### config.mk
export PLATFORM = sky130hd
export DESIGN_NAME = hamming_71_64_sec_codec_core
export DESIGN_NICKNAME = d
export VERILOG_FILES = /design/src/hdl/hm71_pkg.sv /design/src/hdl/hm71_front.sv /design/src/hdl/hm71_fifo.sv /design/src/hdl/hm71_back.sv /design/src/hdl/hamming_71_64_sec_codec_core.sv
export SDC_FILE = /design/constraint.sdc
export NUM_CORES = 1
export LEC_CHECK = 0
export BUFFER_PORTS_ARGS = -buffer_cell sky130_fd_sc_hd__buf_2
export CAP_MARGIN = 25
export CORE_UTILIZATION = 59
export CTS_BUF_LIST = sky130_fd_sc_hd__clkbuf_16
export DETAILED_ROUTE_END_ITERATION = 10
export PLACE_DENSITY = 0.92
export RECOVER_POWER = 100
export SYNTH_ARGS = -nofsm -noshare
export SYNTH_HDL_FRONTEND = slang
export SYNTH_HIERARCHICAL = 1
export SYNTH_SLANG_ARGS = --single-unit
### constraint.sdc
create_clock -name clk -period 7.5 [get_ports clk]
set_input_delay 1.5 -clock clk [delete_from_list [all_inputs] [get_ports clk]]
set_output_delay 1.5 -clock clk [all_outputs]
set_load 0.05 [all_outputs]
### src/hdl/hm71_pkg.sv
// Shared types, constants and parity helpers for the Hamming(71,64) codec.
`timescale 1ns / 1ps

package hm71_pkg;

  localparam int unsigned HM71_DATA_W  = 64;
  localparam int unsigned HM71_CHECK_W = 7;
  localparam logic [6:0]  HM71_CW_LEN  = 7'd71;
  localparam logic [2:0]  HM71_LAST_BYTE = 3'd7;

  // Command codes on the input word.
  localparam logic HM71_CMD_ENC = 1'b0;
  localparam logic HM71_CMD_DEC = 1'b1;

  // Item passed from front end to back end through the queue.
  typedef struct packed {
    logic        dec;    // decode when set, encode otherwise
    logic [63:0] data;
    logic [6:0]  chk;    // zero for encode
  } hm71_item_t;

  // Queue status seen by both ends.
  typedef struct packed {
    logic full;
    logic empty;
  } hm71_q_stat_t;

  // Codeword position of every data bit, 7 bits per entry, data bit d at [d*7 +: 7].
  // Data bit 63 takes position 3; positions that are powers of two are skipped.
  function automatic logic [447:0] hm71_pos_tab();
    logic [447:0] t;
    int           k;
    t = '0;
    k = 0;
    for (int p = 3; p <= 71; p++) begin
      if ((p & (p - 1)) != 0) begin
        t[(63 - k) * 7 +: 7] = 7'(p);
        k++;
      end
    end
    return t;
  endfunction

  localparam logic [447:0] HM71_POS_TAB = hm71_pos_tab();

  // XOR of the positions of all set data bits.
  function automatic logic [6:0] hm71_data_syn(logic [63:0] data);
    logic [6:0] s;
    s = '0;
    for (int d = 0; d < 64; d++) begin
      if (data[d]) s = s ^ HM71_POS_TAB[d * 7 +: 7];
    end
    return s;
  endfunction

endpackage

### src/hdl/hm71_front.sv
// Front end: accepts input words, assembles bytes into data words, queues work items.
`timescale 1ns / 1ps

module hm71_front import hm71_pkg::*; (
  input  logic         clk,
  input  logic         rst_n,
  input  logic         in_push,
  output logic         in_full,
  input  logic         in_cmd,
  input  logic [7:0]   in_data_byte,
  input  logic [63:0]  in_word_data,
  input  logic [6:0]   in_word_check,
  input  hm71_q_stat_t q_stat,
  output logic         q_push,
  output hm71_item_t   q_item
);

  logic [2:0]  byte_count_r, byte_count_nxt;
  logic [55:0] held_r, held_nxt;
  logic        accept;

  assign in_full = q_stat.full;
  assign accept  = in_push && !in_full;

  always_comb begin
    byte_count_nxt = byte_count_r;
    held_nxt       = held_r;
    q_push         = 1'b0;
    q_item.dec     = 1'b0;
    q_item.data    = {held_r, in_data_byte};
    q_item.chk     = '0;
    if (accept) begin
      unique case (in_cmd)
        HM71_CMD_DEC: begin
          q_push      = 1'b1;
          q_item.dec  = 1'b1;
          q_item.data = in_word_data;
          q_item.chk  = in_word_check;
        end
        HM71_CMD_ENC: begin
          if (byte_count_r == HM71_LAST_BYTE) begin
            q_push         = 1'b1;
            byte_count_nxt = '0;
            held_nxt       = '0;
          end else begin
            byte_count_nxt = byte_count_r + 3'd1;
            held_nxt       = {held_r[47:0], in_data_byte};
          end
        end
        default: ;
      endcase
    end
  end

  always_ff @(posedge clk) begin
    if (!rst_n) begin
      byte_count_r <= '0;
      held_r       <= '0;
    end else begin
      byte_count_r <= byte_count_nxt;
      held_r       <= held_nxt;
    end
  end

endmodule

### src/hdl/hm71_fifo.sv
// Two-entry queue between front end and back end.
`timescale 1ns / 1ps

module hm71_fifo import hm71_pkg::*; (
  input  logic         clk,
  input  logic         rst_n,
  input  logic         push,
  input  hm71_item_t   push_item,
  input  logic         pop,
  output hm71_item_t   head,
  output hm71_q_stat_t stat
);

  hm71_item_t mem [2];
  logic       wr_ptr_r, rd_ptr_r;
  logic [1:0] count_r;
  logic       do_push, do_pop;

  assign stat.full  = (count_r == 2'd2);
  assign stat.empty = (count_r == 2'd0);
  assign do_push    = push && !stat.full;
  assign do_pop     = pop && !stat.empty;
  assign head       = mem[rd_ptr_r];

  always_ff @(posedge clk) begin
    if (do_push) mem[wr_ptr_r] <= push_item;
  end

  always_ff @(posedge clk) begin
    if (!rst_n) begin
      wr_ptr_r <= 1'b0;
      rd_ptr_r <= 1'b0;
      count_r  <= '0;
    end else begin
      if (do_push) wr_ptr_r <= !wr_ptr_r;
      if (do_pop)  rd_ptr_r <= !rd_ptr_r;
      unique case ({do_push, do_pop})
        2'b10:   count_r <= count_r + 2'd1;
        2'b01:   count_r <= count_r - 2'd1;
        default: count_r <= count_r;
      endcase
    end
  end

endmodule

### src/hdl/hm71_back.sv
// Back end: syndrome, single-bit correction and the output register.
`timescale 1ns / 1ps

module hm71_back import hm71_pkg::*; (
  input  logic         clk,
  input  logic         rst_n,
  input  hm71_item_t   head,
  input  hm71_q_stat_t q_stat,
  output logic         q_pop,
  output logic         out_empty,
  input  logic         out_pop,
  output logic [63:0]  out_data,
  output logic [6:0]   out_check,
  output logic [6:0]   out_syndrome,
  output logic         out_corrected,
  output logic         out_uncorrectable
);

  logic        valid_r, valid_nxt;
  logic [63:0] data_r, data_nxt;
  logic [6:0]  check_r, check_nxt;
  logic [6:0]  syn_r, syn_nxt;
  logic        corr_r, corr_nxt;
  logic        unc_r, unc_nxt;
  logic [6:0]  syn;
  logic        pow2;
  logic        in_word;
  logic [63:0] flip;

  assign q_pop = !q_stat.empty && (!valid_r || out_pop);

  assign syn     = hm71_data_syn(head.data) ^ head.chk;
  assign pow2    = (syn != 7'd0) && ((syn & (syn - 7'd1)) == 7'd0);
  assign in_word = (syn != 7'd0) && (syn <= HM71_CW_LEN);

  always_comb begin
    for (int d = 0; d < 64; d++) begin
      flip[d] = head.dec && (syn == HM71_POS_TAB[d * 7 +: 7]);
    end
  end

  always_comb begin
    data_nxt  = head.data ^ flip;
    check_nxt = syn;
    syn_nxt   = '0;
    corr_nxt  = 1'b0;
    unc_nxt   = 1'b0;
    if (head.dec) begin
      check_nxt = pow2 ? (head.chk ^ syn) : head.chk;
      syn_nxt   = syn;
      corr_nxt  = in_word;
      unc_nxt   = (syn > HM71_CW_LEN);
    end
    priority if (q_pop)   valid_nxt = 1'b1;
    else if (out_pop)     valid_nxt = 1'b0;
    else                  valid_nxt = valid_r;
  end

  always_ff @(posedge clk) begin
    if (!rst_n) valid_r <= 1'b0;
    else        valid_r <= valid_nxt;
  end

  always_ff @(posedge clk) begin
    if (q_pop) begin
      data_r  <= data_nxt;
      check_r <= check_nxt;
      syn_r   <= syn_nxt;
      corr_r  <= corr_nxt;
      unc_r   <= unc_nxt;
    end
  end

  assign out_empty         = !valid_r;
  assign out_data          = data_r;
  assign out_check         = check_r;
  assign out_syndrome      = syn_r;
  assign out_corrected     = corr_r;
  assign out_uncorrectable = unc_r;

endmodule

### src/hdl/hamming_71_64_sec_codec_core.sv
// Top level of the Hamming(71,64) single-error-correcting encoder/decoder.
// Path: a decode word or the eighth byte of a block is written to the queue at the
//   edge that accepts it and goes through the syndrome tree into the output register.
// Throughput: one word per cycle unless in_full; the correction logic is combinational.
// Reset (synchronous, rst_n low) clears the byte counter, the held bytes,
//   the queue and the output valid flag.
`timescale 1ns / 1ps

module hamming_71_64_sec_codec_core import hm71_pkg::*; (
  input  logic        clk,
  input  logic        rst_n,
  // input side
  input  logic        in_push,
  output logic        in_full,
  input  logic        in_cmd,
  input  logic [7:0]  in_data_byte,
  input  logic [63:0] in_word_data,
  input  logic [6:0]  in_word_check,
  // result side
  output logic        out_empty,
  input  logic        out_pop,
  output logic [63:0] out_data,
  output logic [6:0]  out_check,
  output logic [6:0]  out_syndrome,
  output logic        out_corrected,
  output logic        out_uncorrectable
);

  // Front end packs bytes and classifies words; only a decode word or a
  // completed 8-byte block becomes a queue entry.
  hm71_item_t   q_in_item;
  hm71_item_t   q_head;
  hm71_q_stat_t q_stat;
  logic         q_push;
  logic         q_pop;

  hm71_front u_front (
    .clk           (clk),
    .rst_n         (rst_n),
    .in_push       (in_push),
    .in_full       (in_full),
    .in_cmd        (in_cmd),
    .in_data_byte  (in_data_byte),
    .in_word_data  (in_word_data),
    .in_word_check (in_word_check),
    .q_stat        (q_stat),
    .q_push        (q_push),
    .q_item        (q_in_item)
  );

  // Two entries decouple input stalls from result stalls.
  hm71_fifo u_fifo (
    .clk       (clk),
    .rst_n     (rst_n),
    .push      (q_push),
    .push_item (q_in_item),
    .pop       (q_pop),
    .head      (q_head),
    .stat      (q_stat)
  );

  // Back end: encode returns the data with its check bits; decode computes
  // the syndrome and flips the bit it points at, if it lies inside the word.
  hm71_back u_back (
    .clk               (clk),
    .rst_n             (rst_n),
    .head              (q_head),
    .q_stat            (q_stat),
    .q_pop             (q_pop),
    .out_empty         (out_empty),
    .out_pop           (out_pop),
    .out_data          (out_data),
    .out_check         (out_check),
    .out_syndrome      (out_syndrome),
    .out_corrected     (out_corrected),
    .out_uncorrectable (out_uncorrectable)
  );

endmodule

==> run summary <==
vias per cell - 5.74
met3 WL - 2270 µm
final wirelength - 34,400 µm
root buffer cell - clkbuf_16
grt ovf - 0
total die area - 24,900 µm²
Synth Warn # - 6
Tcrit/Tclk final - 0.831
cts hold-fix bufs - 0
WL met1 - 14,200 µm
syn_nets - 1,117
sequential area share after synthesis - 0.561
CTS tree - yes
worst-path fanout max - 42
first-pass GRT wire length - 49,900 µm
# Post-CTS Setup Buffers - 0
area grow syn2layout - 10.6%
Final Hold Fails - 0
failing checks - capacitance limit, slew limit
Post-Syn Area - 14,300 µm²
outcome - finished, violations left
ranking of synthesized cells by area - edfxtp_1 47%, dfxtp_1 9.1%, xnor2_1 6.6%, mux2_4 6.3%, mux2_2 5.8%
initial antenna violation count - 0
flops & latches, synth - 289
number of fill cells in the layout - 1,695
Synth Instances - 1,030
Detailed Route Iter0 Violations - 860
Starting Density - 0.607
share of post-route cells with drive strength above 1 - 0.173
Synth cell types - 54
clock-pin slew on the worst setup and hold paths - 0.06 ns
Max Cap Violations - 8
Yosys top cell area share - 0.470
number of I/O pins - 166
Slew @ Worst Pin - 4.38 ns
Worst-Skew Late Latency - 0.55 ns
Critical Path Source Type - flop
Crit. End Element - flop
Setup Crit Path Kind - reg2reg
Core ar. - 23,600 µm²
max-slew violations - 485
EDFF count, synth - 224
Post-synth ARST share - 0
maximum operating frequency - 160 MHz
final setup vio count - 0
top cells by count, synth - 224 x edfxtp_1, 116 x nand2_1, 108 x xnor2_1
Global Route Usage Sum - 0.273
post-synth top area cell - edfxtp_1
CTS sink cnt - 289
Worst EP required - 7.80 ns
Avg Cell Area, Syn - 13.9 µm²
Arr. time, crit path - 6.53 ns
# DRC - 0
largest net degree at the start of global routing - 125
unrepaired setup endpoints after global routing - false
DIE WIDTH - 158 µm
H-tree levels - 1
skew final - 0.0192 ns
Worst Hold Class - reg2reg
vias in the first global route - 8,548
Top Metal Used - met4
average wire per standard cell - 22.6 µm
Nets - 1,270
relative slew slack - -1.92
Chip Height - 158 µm
hpwl dp - 23,400 µm
num rows - 56
ant diodes - 0
PostCTS Resize Cnt - 0
IO buf count - 165
count leader, synth - edfxtp_1
clk buf depth - 3
drt first pass iters - 5
routed vias - 8,746
Final Critical Period - 6.23 ns
Primary FF master, synth - edfxtp_1
TritonCTS buffer count - 28
met2 WL - 17,000 µm
placer congestion estimate - 0.940
antenna-violating nets left - 0
Setup TNS - 0 ns
-- flip-flops by register name, summed over array words and instances (netlist names), named ones only --
register and cells:
u_fifo/mem 144, u_fifo/count_r 2, u_back/out_data 64, u_front/held_r 56, u_front/byte_count_r 3, u_back/out_corrected 1
u_fifo/rd_ptr_r 1, u_back/out_uncorrectable 1, u_back/out_check 7, u_back/out_syndrome 7, u_fifo/wr_ptr_r 1, u_back/valid_r 1
-- per-layer routing --
layer	track usage	vias to the layer above
li1	-	3952
met2	0.475	399
met3	0.0342	79
met1	0.357	4316
met4	0.0814	0
met5	0	-
-- kinds of logic (layout without fill, tap and decap cells) --
logic type      count (synthesis)  in the layout  synth area share
xor+xnor                      175            175             0.137
mux                           196            196             0.165
buf+inv                        68            243            0.0265
fa+ha+maj                       3              3           0.00262
flops                         289            289             0.561
compound gates                 26             26            0.0133
simple gates                  273            273            0.0952
-- critical path, stage by stage, from the launching register on --
cell	delay [ns]
dfxtp_1	1.34
buf_4	0.68
mux2_1	0.52
xor2_1	0.20
xnor2_1	0.39
xnor2_1	0.24
xnor3_1	0.57
xor2_1	0.76
nor3b_1	0.14
o21ba_4	0.26
o21ai_2	0.49
a21oi_1	0.17
o21ba_1	0.20
-- final timing paths --
path	cells after the start	slack (ns)	startpoint	endpoint
max	12	1.27	flop	u_back/out_check[5]$_DFFE_PP_
max reg2reg	12	1.27	flop	u_back/out_check[5]$_DFFE_PP_
min reg2reg	2	0.46	u_front/byte_count_r[2]$_SDFFE_PN0P_	u_front/byte_count_r[2]$_SDFFE_PN0P_
min	2	0.46	u_front/byte_count_r[2]$_SDFFE_PN0P_	u_front/byte_count_r[2]$_SDFFE_PN0P_
-- stage by stage --
stage	worst slack (ns)	hold slack, ns	area (µm²)	utilization	std cells
4_1_cts	1.82	0.466	16200	0.687	1522
3_5_place_dp	1.87	0.458	15300	0.648	1470
6_report	1.27	0.458	15800	0.671	1524
2_1_floorplan	1.09	0.431	14300	-	1030
3_3_place_gp	2.02	0.442	15300	0.648	1470
5_1_grt	0.923	0.482	15800	0.671	1524
-- cell type report --
cell class                 instances  area (µm²)  share of cell area
clock inverter                    24         220              0.0139
multi-input combinational        673        5670               0.358
sequential                       289        8030               0.507
inverter                          17        63.8             0.00403
tap                              319         399              0.0252
clock buffer                      28         701              0.0442
timing repair buffer             174         761              0.0480
-- layout by cell type, fill, tap and decap left out, types with 5 or more instances in the layout --
cell type,netlist,final
a311oi_1,5,5
and2_0,0,10
buf_2,12,80
clkbuf_1,21,92
clkbuf_16,0,28
clkinv_1,1,8
clkinv_2,0,5
dfxtp_1,65,65
edfxtp_1,224,224
inv_1,15,18
mux2_1,2,65
mux2_2,74,71
mux2i_1,60,60
nand2_1,116,116
nand3_1,8,8
nand3b_1,56,56
nor2_1,53,53
nor3_1,5,5
o21ai_0,7,7
xnor2_1,108,111
xnor3_1,23,24
xor2_1,34,34
Power is left out: the tool's default activity adds up to more than one toggle a clock period on the data nets, which glitch-free logic cannot reach.
